<file path="config.mk">
export PLATFORM = sky130hd
export DESIGN_NAME = prime_factorizer_core_flat
export DESIGN_NICKNAME = d
export VERILOG_FILES = /design/src/hdl/pf_pkg.sv /design/src/hdl/pf_if.sv /design/src/hdl/pf_front.sv /design/src/hdl/pf_divider.sv /design/src/hdl/pf_engine.sv /design/src/hdl/prime_factorizer_core.sv /design/src/flat_wrapper.sv
export SDC_FILE = /design/constraint.sdc
export NUM_CORES = 1
export LEC_CHECK = 0
export BUFFER_PORTS_ARGS = -buffer_cell sky130_fd_sc_hd__clkbuf_2
export CAP_MARGIN = 0
export CORE_ASPECT_RATIO = 1.75
export CORE_MARGIN = 3
export CORE_UTILIZATION = 45
export DETAILED_ROUTE_END_ITERATION = 7
export PLACE_DENSITY = 0.67
export SYNTH_ARGS = -nofsm -noshare
export SYNTH_HDL_FRONTEND = slang
export SYNTH_SLANG_ARGS = --single-unit
</file>
<file path="constraint.sdc">
create_clock -name clk_i -period 6.57 [get_ports clk_i]
set_clock_uncertainty 0.15 [all_clocks]
set_input_delay 1.314 -clock clk_i [delete_from_list [all_inputs] [get_ports clk_i]]
set_output_delay 1.314 -clock clk_i [all_outputs]
set_load 0.02 [all_outputs]
</file>
<file path="src/hdl/pf_pkg.sv">
// ----------------------------------------------------------------------------
// Prime factorizer package
// Shared widths, result kinds and front/back queue entry type.
// ----------------------------------------------------------------------------
package pf_pkg;

  localparam int unsigned ValueWidth = 32;
  localparam int unsigned MaxResults = 32;
  localparam int unsigned CountWidth = $clog2(MaxResults + 1);

  typedef logic [ValueWidth-1:0] value_t;

  typedef enum logic [1:0] {
    KIND_FACTOR = 2'd0,
    KIND_PRIME  = 2'd1,
    KIND_BELOW2 = 2'd2
  } kind_e;

  // Job handed from the classifier to the factoring engine.
  typedef struct packed {
    value_t value;
    logic   below_two;   // value below two, no trial division needed
  } job_t;

  typedef enum logic [2:0] {
    ST_IDLE,
    ST_CHECK,
    ST_DIV,
    ST_EVAL,
    ST_EMIT
  } eng_state_e;

endpackage

</file>
<file path="src/hdl/pf_if.sv">
// ----------------------------------------------------------------------------
// Prime factorizer channel interfaces
// Valid/ready channels for input numbers and result beats.
// ----------------------------------------------------------------------------
interface pf_in_if;
  import pf_pkg::*;
  logic   valid;
  logic   ready;
  value_t value;
  modport source (output valid, output value, input ready);
  modport sink (input valid, input value, output ready);
endinterface

interface pf_out_if;
  import pf_pkg::*;
  logic   valid;
  logic   ready;
  value_t factor;
  logic [1:0] kind;
  logic   last;
  modport source (output valid, output factor, output kind, output last, input ready);
  modport sink (input valid, input factor, input kind, input last, output ready);
endinterface

</file>
<file path="src/hdl/pf_front.sv">
// ----------------------------------------------------------------------------
// Prime factorizer front end
// Accepts numbers, classifies them, and queues them for the engine.
// ----------------------------------------------------------------------------
module pf_front import pf_pkg::*; (
  input  logic  clk_i,
  input  logic  rst_ni,
  pf_in_if.sink in_i,
  output logic  job_valid_o,
  output job_t  job_o,
  input  logic  job_ready_i
);

  // Two-entry queue.
  job_t       mem_q [2];
  logic       wr_q, rd_q;
  logic [1:0] cnt_q;
  logic       push, pop;

  assign in_i.ready  = (cnt_q != 2'd2);
  assign push        = in_i.valid && in_i.ready;
  assign pop         = job_valid_o && job_ready_i;
  assign job_valid_o = (cnt_q != 2'd0);
  assign job_o       = mem_q[rd_q];

  always_ff @(posedge clk_i) begin
    if (push) begin
      mem_q[wr_q].value     <= in_i.value;
      mem_q[wr_q].below_two <= (in_i.value < value_t'(2));
    end
  end

  always_ff @(posedge clk_i or negedge rst_ni) begin
    if (!rst_ni) begin
      wr_q  <= 1'b0;
      rd_q  <= 1'b0;
      cnt_q <= 2'd0;
    end else begin
      if (push) wr_q <= ~wr_q;
      if (pop) rd_q <= ~rd_q;
      cnt_q <= cnt_q + 2'(push) - 2'(pop);
    end
  end

  assert property (@(posedge clk_i) disable iff (!rst_ni) cnt_q <= 2'd2)
    else $error("queue count overflow");
  assert property (@(posedge clk_i) disable iff (!rst_ni)
    (cnt_q == 2'd0) |=> !$past(pop))
    else $error("pop from empty queue");
  assert property (@(posedge clk_i) disable iff (!rst_ni)
    (cnt_q == 2'd2 && !pop) |=> cnt_q == 2'd2)
    else $error("full queue lost an entry");

endmodule

</file>
<file path="src/hdl/pf_divider.sv">
// ----------------------------------------------------------------------------
// Prime factorizer divider
// Restoring divider, one quotient bit per cycle.
// ----------------------------------------------------------------------------
module pf_divider import pf_pkg::*; (
  input  logic   clk_i,
  input  logic   rst_ni,
  input  logic   start_i,
  input  value_t dividend_i,
  input  value_t divisor_i,
  output logic   done_o,
  output value_t quot_o,
  output value_t rem_o
);

  localparam int unsigned StepWidth = $clog2(ValueWidth + 1);

  value_t               quot_q, dvs_q;
  logic [ValueWidth:0]  rem_q;
  logic [StepWidth-1:0] step_q;
  logic                 busy_q;
  logic [ValueWidth:0]  trial;
  logic [ValueWidth:0]  shifted;

  assign shifted = {rem_q[ValueWidth-1:0], quot_q[ValueWidth-1]};
  assign trial   = shifted - {1'b0, dvs_q};
  assign done_o  = busy_q && (step_q == '0);
  assign quot_o  = quot_q;
  assign rem_o   = rem_q[ValueWidth-1:0];

  always_ff @(posedge clk_i) begin
    if (start_i) begin
      quot_q <= dividend_i;
      dvs_q  <= divisor_i;
      rem_q  <= '0;
    end else if (busy_q && step_q != '0) begin
      if (!trial[ValueWidth]) begin
        rem_q  <= trial;
        quot_q <= {quot_q[ValueWidth-2:0], 1'b1};
      end else begin
        rem_q  <= shifted;
        quot_q <= {quot_q[ValueWidth-2:0], 1'b0};
      end
    end
  end

  always_ff @(posedge clk_i or negedge rst_ni) begin
    if (!rst_ni) begin
      busy_q <= 1'b0;
      step_q <= '0;
    end else if (start_i) begin
      busy_q <= 1'b1;
      step_q <= StepWidth'(ValueWidth);
    end else if (done_o) begin
      busy_q <= 1'b0;
    end else if (busy_q) begin
      step_q <= step_q - StepWidth'(1);
    end
  end

endmodule

</file>
<file path="src/hdl/pf_engine.sv">
// ----------------------------------------------------------------------------
// Prime factorizer engine
// Runs trial division on one job and emits its result beats.
// ----------------------------------------------------------------------------
module pf_engine import pf_pkg::*; (
  input  logic      clk_i,
  input  logic      rst_ni,
  input  logic      job_valid_i,
  input  job_t      job_i,
  output logic      job_ready_o,
  pf_out_if.source  out_o
);

  // One pass factors n. The first divisor found proves compositeness; if the
  // bound d > n/d is reached with no factor found yet, the input is prime.
  eng_state_e           state_q, state_d;
  value_t               n_q, d_q;
  logic [CountWidth-1:0] cnt_q;
  logic                 found_q;   // at least one factor already emitted
  value_t               o_fac_q;
  kind_e                o_kind_q;
  logic                 o_last_q;
  logic                 div_start, div_done;
  value_t               quot, rem;

  pf_divider u_div (
    .clk_i, .rst_ni,
    .start_i(div_start), .dividend_i(n_q), .divisor_i(d_q),
    .done_o(div_done), .quot_o(quot), .rem_o(rem)
  );

  assign out_o.valid  = (state_q == ST_EMIT);
  assign out_o.factor = o_fac_q;
  assign out_o.kind   = o_kind_q;
  assign out_o.last   = o_last_q;
  assign job_ready_o  = (state_q == ST_IDLE);

  always_comb begin
    state_d   = state_q;
    div_start = 1'b0;
    unique case (state_q)
      ST_IDLE:  if (job_valid_i) state_d = job_i.below_two ? ST_EMIT : ST_CHECK;
      ST_CHECK: begin
        div_start = 1'b1;
        state_d   = ST_DIV;
      end
      ST_DIV:   if (div_done) state_d = ST_EVAL;
      ST_EVAL:  state_d = ST_EMIT;
      ST_EMIT:  if (out_o.ready) state_d = o_last_q ? ST_IDLE : ST_CHECK;
      default:  state_d = ST_IDLE;
    endcase
  end

  always_ff @(posedge clk_i) begin
    unique case (state_q)
      ST_IDLE: begin
        n_q      <= job_i.value;
        d_q      <= value_t'(2);
        cnt_q    <= '0;
        found_q  <= 1'b0;
        o_fac_q  <= job_i.value;
        o_kind_q <= KIND_BELOW2;
        o_last_q <= 1'b1;
      end
      ST_DIV: if (div_done) begin
        // Bound: d > n/d ends the search.
        if (d_q > quot) begin
          o_fac_q  <= n_q;
          o_kind_q <= found_q ? KIND_FACTOR : KIND_PRIME;
          o_last_q <= 1'b1;
        end else if (rem == '0) begin
          o_fac_q  <= d_q;
          o_kind_q <= KIND_FACTOR;
          // Cofactor one or the MaxResults limit ends the list.
          o_last_q <= (quot == value_t'(1)) ||
                      (cnt_q == CountWidth'(MaxResults - 1));
          n_q      <= quot;
        end else begin
          d_q      <= d_q + value_t'(1);
        end
      end
      ST_EVAL: ;
      ST_EMIT: if (out_o.ready) begin
        cnt_q   <= cnt_q + CountWidth'(1);
        found_q <= 1'b1;
      end
      default: ;
    endcase
  end

  // Non-emitting divisor steps loop back to the divider.
  eng_state_e state_n;
  always_comb begin
    state_n = state_d;
    if (state_q == ST_DIV && div_done && !(d_q > quot) && rem != '0)
      state_n = ST_CHECK;
  end

  always_ff @(posedge clk_i or negedge rst_ni) begin
    if (!rst_ni) state_q <= ST_IDLE;
    else         state_q <= state_n;
  end

  assert property (@(posedge clk_i) disable iff (!rst_ni)
    (out_o.valid && !out_o.ready) |=> out_o.valid && $stable(o_fac_q))
    else $error("result changed while stalled");
  assert property (@(posedge clk_i) disable iff (!rst_ni)
    (job_valid_i && job_ready_o) |=> !job_ready_o)
    else $error("engine took a job while busy");
  assert property (@(posedge clk_i) disable iff (!rst_ni)
    out_o.valid |-> (o_kind_q == KIND_FACTOR || o_last_q))
    else $error("prime or small result not marked last");

endmodule

</file>
<file path="src/hdl/prime_factorizer_core.sv">
// ----------------------------------------------------------------------------
// Prime factorizer core
// Trial-division primality test and prime factorization of 32-bit numbers.
// ----------------------------------------------------------------------------
// Each accepted number yields one or more result beats. Zero and one give a
// single beat of kind 2; a prime gives a single beat of kind 1 carrying the
// number; a composite gives its prime factors in ascending order, with
// repeats, as kind 0 beats, the final one marked last. A front queue of two
// entries takes numbers while the engine works, so the input side waits only
// once both entries are filled. Latency depends on the data: every trial
// divisor that does not divide costs a start in ST_CHECK plus a pass of the
// shared bit-serial divider (32 steps, then its done strobe); a divisor that
// divides, or the bound, adds the ST_EVAL state and the output beat. A large
// prime needs up to roughly 65536 trial divisors.
module prime_factorizer_core import pf_pkg::*; (
  input  logic     clk_i,
  input  logic     rst_ni,
  pf_in_if.sink    in_i,
  pf_out_if.source out_o
);

  logic job_valid, job_ready;
  job_t job;

  // Front: accepts and classifies numbers into the queue.
  pf_front u_front (
    .clk_i, .rst_ni, .in_i,
    .job_valid_o(job_valid), .job_o(job), .job_ready_i(job_ready)
  );

  // Back: trial division and result beats.
  pf_engine u_engine (
    .clk_i, .rst_ni,
    .job_valid_i(job_valid), .job_i(job), .job_ready_o(job_ready),
    .out_o
  );

endmodule
</file>
<file path="src/flat_wrapper.sv">
// flat-port wrapper written by rule: the top's interface ports become plain ports
module prime_factorizer_core_flat import pf_pkg::*;
  (clk_i, rst_ni, in_i_valid, in_i_value, in_i_ready, out_o_valid, out_o_factor, out_o_kind, out_o_last, out_o_ready);
  pf_in_if in_i_i ();
  pf_out_if out_o_i ();
  input  logic clk_i;
  input  logic rst_ni;
  input wire logic [$bits(in_i_i.valid)-1:0] in_i_valid;
  input wire logic [$bits(in_i_i.value)-1:0] in_i_value;
  output wire logic [$bits(in_i_i.ready)-1:0] in_i_ready;
  output wire logic [$bits(out_o_i.valid)-1:0] out_o_valid;
  output wire logic [$bits(out_o_i.factor)-1:0] out_o_factor;
  output wire logic [$bits(out_o_i.kind)-1:0] out_o_kind;
  output wire logic [$bits(out_o_i.last)-1:0] out_o_last;
  input wire logic [$bits(out_o_i.ready)-1:0] out_o_ready;
  assign in_i_i.valid = in_i_valid;
  assign in_i_i.value = in_i_value;
  assign in_i_ready = in_i_i.ready;
  assign out_o_valid = out_o_i.valid;
  assign out_o_factor = out_o_i.factor;
  assign out_o_kind = out_o_i.kind;
  assign out_o_last = out_o_i.last;
  assign out_o_i.ready = out_o_ready;
  prime_factorizer_core u_core (.clk_i(clk_i), .rst_ni(rst_ni), .in_i(in_i_i), .out_o(out_o_i));
endmodule
</file>
* Word level (Yosys, flattened, before mapping)
Memories as Yosys holds them, arrays and structs flattened.
Cells that the tools add are included.
** Cells by class
- Eq/ne operators :: 17
- Reductions and logical operators :: 26
- Multiplexer cells :: 44
- $lt $le $gt $ge :: 2
- Divide/modulo/power cells :: 0
- Multiply operators :: 0
- Shift operators :: 0
- Bitwise gates (word level) :: 2
- Add/subtract/negate cells :: 6
** Operator list (count)
- $mux W32 :: 12
- $pmux W32 S2 :: 3
- $sub A33 B32 Y33 :: 1
- $add A32 B1 Y32 const B :: 1
- $eq A32 B1 Y1 const B :: 1
- $gt A32 B32 Y1 :: 1
- $logic_not A32 Y1 :: 1
- $lt A32 B2 Y1 const B :: 1
- $reduce_bool A32 Y1 :: 1
- $mux W6 :: 4
- $mux W3 :: 5
- $pmux W3 S5 :: 1
- $mux W1 :: 12
- $ne A2 B2 Y1 const B :: 6
- $pmux W6 S2 :: 1
- $reduce_bool A2 Y1 :: 6
- $reduce_and A4 Y1 :: 2
- $logic_and A1 B1 Y1 :: 7
- $add A6 B1 Y6 const B :: 1
- $eq A3 B2 Y1 const B :: 2
- $eq A6 B5 Y1 const B :: 1
- $logic_not A6 Y1 :: 1
- $mux W2 :: 3
- $ne A3 B3 Y1 const B :: 2
- other kinds (17) :: 21
** Word-level totals
- Bits of input ports :: 36
- Register bits :: 216
- Bits in read-only memories :: 0
- Output and inout port bits :: 37
- Latch bits :: 0
- Memories kept :: 1
- Logic and storage cells :: 114
- RAM bits :: 66
** Memories
- u_core.u_front.mem_q :: words 2, width 33, read ports 1, clocked after memory_dff 0, wr ports 1, line pf_front.sv:15 : job_t mem_q [2];

* Logic depth before layout (Yosys ltp)
- Word-level depth :: 7
- Mapped depth :: 13
- Mapped depth without buffers :: 12

* Modules after synthesis
Synthesis repeated with hierarchy kept, for this count alone.
** Unflattened totals
- Cell total of the unflattened synthesis :: 1329
- Area, all modules :: 15127.0 µm²
** Modules (own cells, without submodules)
- pf_engine :: cells an instance 605, sequential area each 3258.1 µm², times used 1, area an instance 6313.6 µm²
- pf_divider :: cells an instance 593, sequential area each 2737.6 µm², times used 1, area an instance 6042.0 µm²
- pf_front :: cells an instance 131, sequential area each 2082.0 µm², times used 1, area an instance 2771.4 µm²

* Worst setup path before layout
Ideal clock, no wire load.
- Path kind :: reg2reg
- Start :: register u_core.u_engine.d_q[21]
- End :: register u_core.u_engine.o_fac_q[0], in the netlist u_core.u_engine.out_o.factor[0] (enable)
- Period minus slack after synthesis :: 5.272 ns
- Arrival :: 4.641 ns
- Slack :: 1.298 ns
- Library setup time :: 0.481 ns
- Cell stages (with the launch flop) :: 11
- Required time :: 5.939 ns
- Path buffers :: 1
- Cells stage by stage :: edfxtp_1 > ha_1 > a21o_1 > a21o_1 > a21oi_1 > or4_1 > a41oi_1 > o31a_1 > buf_2 > o21ai_0 > a21boi_0
** On the way
- Cells in the longest elaborated chain, start to end :: 3
** Ends and longest elaborated chain
- start, declared :: line pf_engine.sv:17 : value_t n_q, d_q;
- start signal, assigned :: line pf_engine.sv:58 : d_q <= value_t'(2);
- start signal, assigned :: line pf_engine.sv:79 : d_q <= d_q + value_t'(1);
- $gt A32 B32 Y1 :: line pf_engine.sv:67 : if (d_q > quot) begin
- $ne A3 B3 Y1 (no line)
- $reduce_and A3 Y1 (no line)
- end signal, assigned :: line pf_engine.sv:61 : o_fac_q <= job_i.value;
- end signal, assigned :: line pf_engine.sv:68 : o_fac_q <= n_q;
- end signal, assigned :: line pf_engine.sv:72 : o_fac_q <= d_q;
- end, declared :: line pf_engine.sv:20 : value_t o_fac_q;
Every way passes these cells.
A chain may end at the register's enable or synchronous reset.

* Final worst setup path
- Start :: register u_core.u_engine.d_q[1]
- End :: register u_core.u_engine.d_q[28] (enable)
** On the way
- Cells in the longest elaborated chain, start to end :: 3
** Ends and longest elaborated chain (line)
- $gt A32 B32 Y1 :: pf_engine.sv:67
- $ne A2 B2 Y1 (no line)
- $reduce_and A4 Y1 (no line)
Every way passes these cells.

==> flow_summary.ini <==
[run_status]
status = finished, final reports clean

[worst_setup_path]
start_kind = flip-flop
crit_fanout = 32
endpoint_kind = flip-flop
critPathKind = reg2reg
crit_arrival_ps = 4390
worst_ep_required_time_ps = 6570

[timing]
grt_setup_unrepaired = no
maxSlewViolCount = 0
worst_pin_slew_ps = 1190
finalCritPeriodShare_pct = 66.8
fin_setup_tns_ps = 0
fmax_mhz = 228
relSlewSlack_pct = 20.3
finalHoldViolCount = 0
setup_viol = 0
fin_crit_ps = 4390

[yosys]
avgSynthCellArea_um2 = 11.3
synth.yosys.seq_area_share_pct = 55.1
synth_edf_count = 236
synth_seq_cells = 282
synthDominantCellAreaShare_pct = 48.3
netlist_area_um2 = 14700
ys.warnings.count = 0
yosysTopAreaCell = edfxtp_1
synth_commonest_cells = 236 x edfxtp_1, 114 x mux2i_1, 107 x nor2_1, 100 x a21oi_1, 92 x nand2_1
synth_area_leaders = edfxtp_1 48%, mux2i_1 7.8%, ha_1 5.9%
synth_fp_nets = 1404
synth.most_common_cell = edfxtp_1
ys.flop_type = edfxtp_1
synth_cells = 1298
synth_cell_type_count = 78
async_reset_ff_share_pct = 4.96

[routing]
route.detailed.drc = 0
dr.pass1.iters = 7
vias_per_cell = 5.61
post_drt_wl_per_cell_um = 19.4
antenna_left = 0
routed_wl_mm = 34.3
vias = 9928
drt-initial-drc-count = 709

[min_path]
hold_class = reg2reg

[placement]
finalWeightedCongestion = 0.912
portBuffers = 72
dp_hpwl_mm = 24.7

[clock_tree]
cts_tree = done
cts_hold_buf = 0
clk_latency_ps = 540
cts_buffers = 26
cts_resized = 0
cts.htree.levels = 1
clockRootBuffer = clkbuf_16
clkSinkCount = 282
postCtsSetupBuffers = 0
clkTransAtPathRegs_ps = 70
clockBufferDepth = 3

[die]
num_io_pins = 73
core_area_um2 = 31900
die_w_um = 142
die_height_um = 245
initial_core_util_pct = 46.0
die_area_um2 = 34900
core.rowCount = 86

[cells_and_area]
diodes = 0
syn_to_final_growth_pct = 11.0
drive_gt1_share_pct = 11.4
layout.nets = 1460

[run]
maxCapViolCount = 0

[grt]
grt_pass1_vias = 10200
grt_start_max_net_pins = 101
overflow = 0
grt_use_total_pct = 19.5
antenna_found_initial = 0
grt_pass1_wl_mm = 54.5
-- final timing paths --
check	startpoint	end	slack, ps	depth (start not counted)
min reg2reg	u_core.u_engine.u_div.rem_q[21]	u_core.u_engine.u_div.rem_q[21]	370	2
min	u_core.u_engine.u_div.rem_q[21]	u_core.u_engine.u_div.rem_q[21]	370	2
min in group asynchronous	rst_ni	u_core.u_engine.state_q[2]	530	1
max in group asynchronous	rst_ni	u_core.u_front.rd_q	5440	1
max reg2reg	u_core.u_engine.d_q[1]	u_core.u_engine.d_q[28]	2180	10
max	u_core.u_engine.d_q[1]	u_core.u_engine.d_q[28]	2180	10
-- logic make-up (layout without fill, tap and decap cells) --
family	count (synthesis)	count (layout)	synth area share (%)
flops	282	282	55.1
fa+ha+maj	70	70	6.03
compound gates	255	255	10.2
simple gates	368	368	12.5
xor+xnor	63	63	3.94
mux	114	114	7.78
buf+inv	146	221	4.48
-- worst max-delay path, cell delays in order (launching register included) --
cell,delay [ps]
edfxtp_1,450
ha_1,340
nor2b_1,140
o21a_1,160
o21ai_1,110
a21oi_1,80
o31ai_1,330
a31oi_1,130
o31a_2,520
or4_1,630
a21boi_4,920
-- layout make-up --
cell class                 count  area (um^2)
clock buffer                  31          691
clock inverter                16          251
fill                        2776        15600
inverter                      89          334
multi-input combinational    870         5960
sequential                   282         8080
tap                          396          495
timing repair buffer          85          458
-- metrics by stage --
step / utilization, % / hold slack [ps] / setup slack, ps / cell area (um^2) / cells
global placement: 48.1 / 351 / 2190 / 15300 / 1722
detailed placement: 48.1 / 363 / 2150 / 15300 / 1722
finish: 51.1 / 373 / 2180 / 16300 / 1769
floorplan: - / 311 / 1300 / 14700 / 1298
CTS: 51.1 / 378 / 2130 / 16300 / 1769
global route: 51.1 / 410 / 1960 / 16300 / 1769
-- cell usage in the layout, fill, tap and decap left out, types with 30 or more instances in the layout --
| master | n |
|---|---|
| xor2_1 | 31 |
| nand2_1 | 92 |
| xnor2_1 | 30 |
| clkbuf_2 | 72 |
| mux2i_1 | 114 |
| nand3_1 | 37 |
| inv_1 | 87 |
| dfxtp_1 | 32 |
| edfxtp_1 | 236 |
| nor2_1 | 106 |
| ha_1 | 69 |
| a21oi_1 | 100 |
| o21ai_0 | 72 |
-- state kept, by name (all words and copies together) (netlist names) --
| register | count |
|---|---|
| u_core.u_engine.state_q | 3 |
| u_core.u_engine.u_div.rem_q | 32 |
| u_core.u_engine.out_o.factor | 32 |
| u_core.u_front.wr_q | 1 |
| u_core.u_engine.d_q | 32 |
| u_core.u_engine.u_div.quot_o | 32 |
| u_core.u_front.mem_q | 66 |
| u_core.u_engine.out_o.kind | 2 |
| u_core.u_engine.u_div.busy_q | 1 |
| u_core.u_front.rd_q | 1 |
| u_core.u_engine.u_div.step_q | 6 |
| u_core.u_engine.n_q | 32 |
| u_core.u_front.cnt_q | 2 |
| u_core.u_engine.cnt_q | 6 |
| u_core.u_engine.out_o.last | 1 |
| u_core.u_engine.u_div.dvs_q | 32 |
| u_core.u_engine.found_q | 1 |
-- routing by layer --
layer	up-vias	GRT usage, %	part of all wire (%)
li1	4849	-	-
met1	4783	21.8	38
met2	230	37.1	55
met3	66	2.18	3.5
met4	0	7.50	3.4
met5	-	0	0
Power is not shown: default switching activity piles up to over one toggle a cycle in this logic, so the estimate is an artifact.
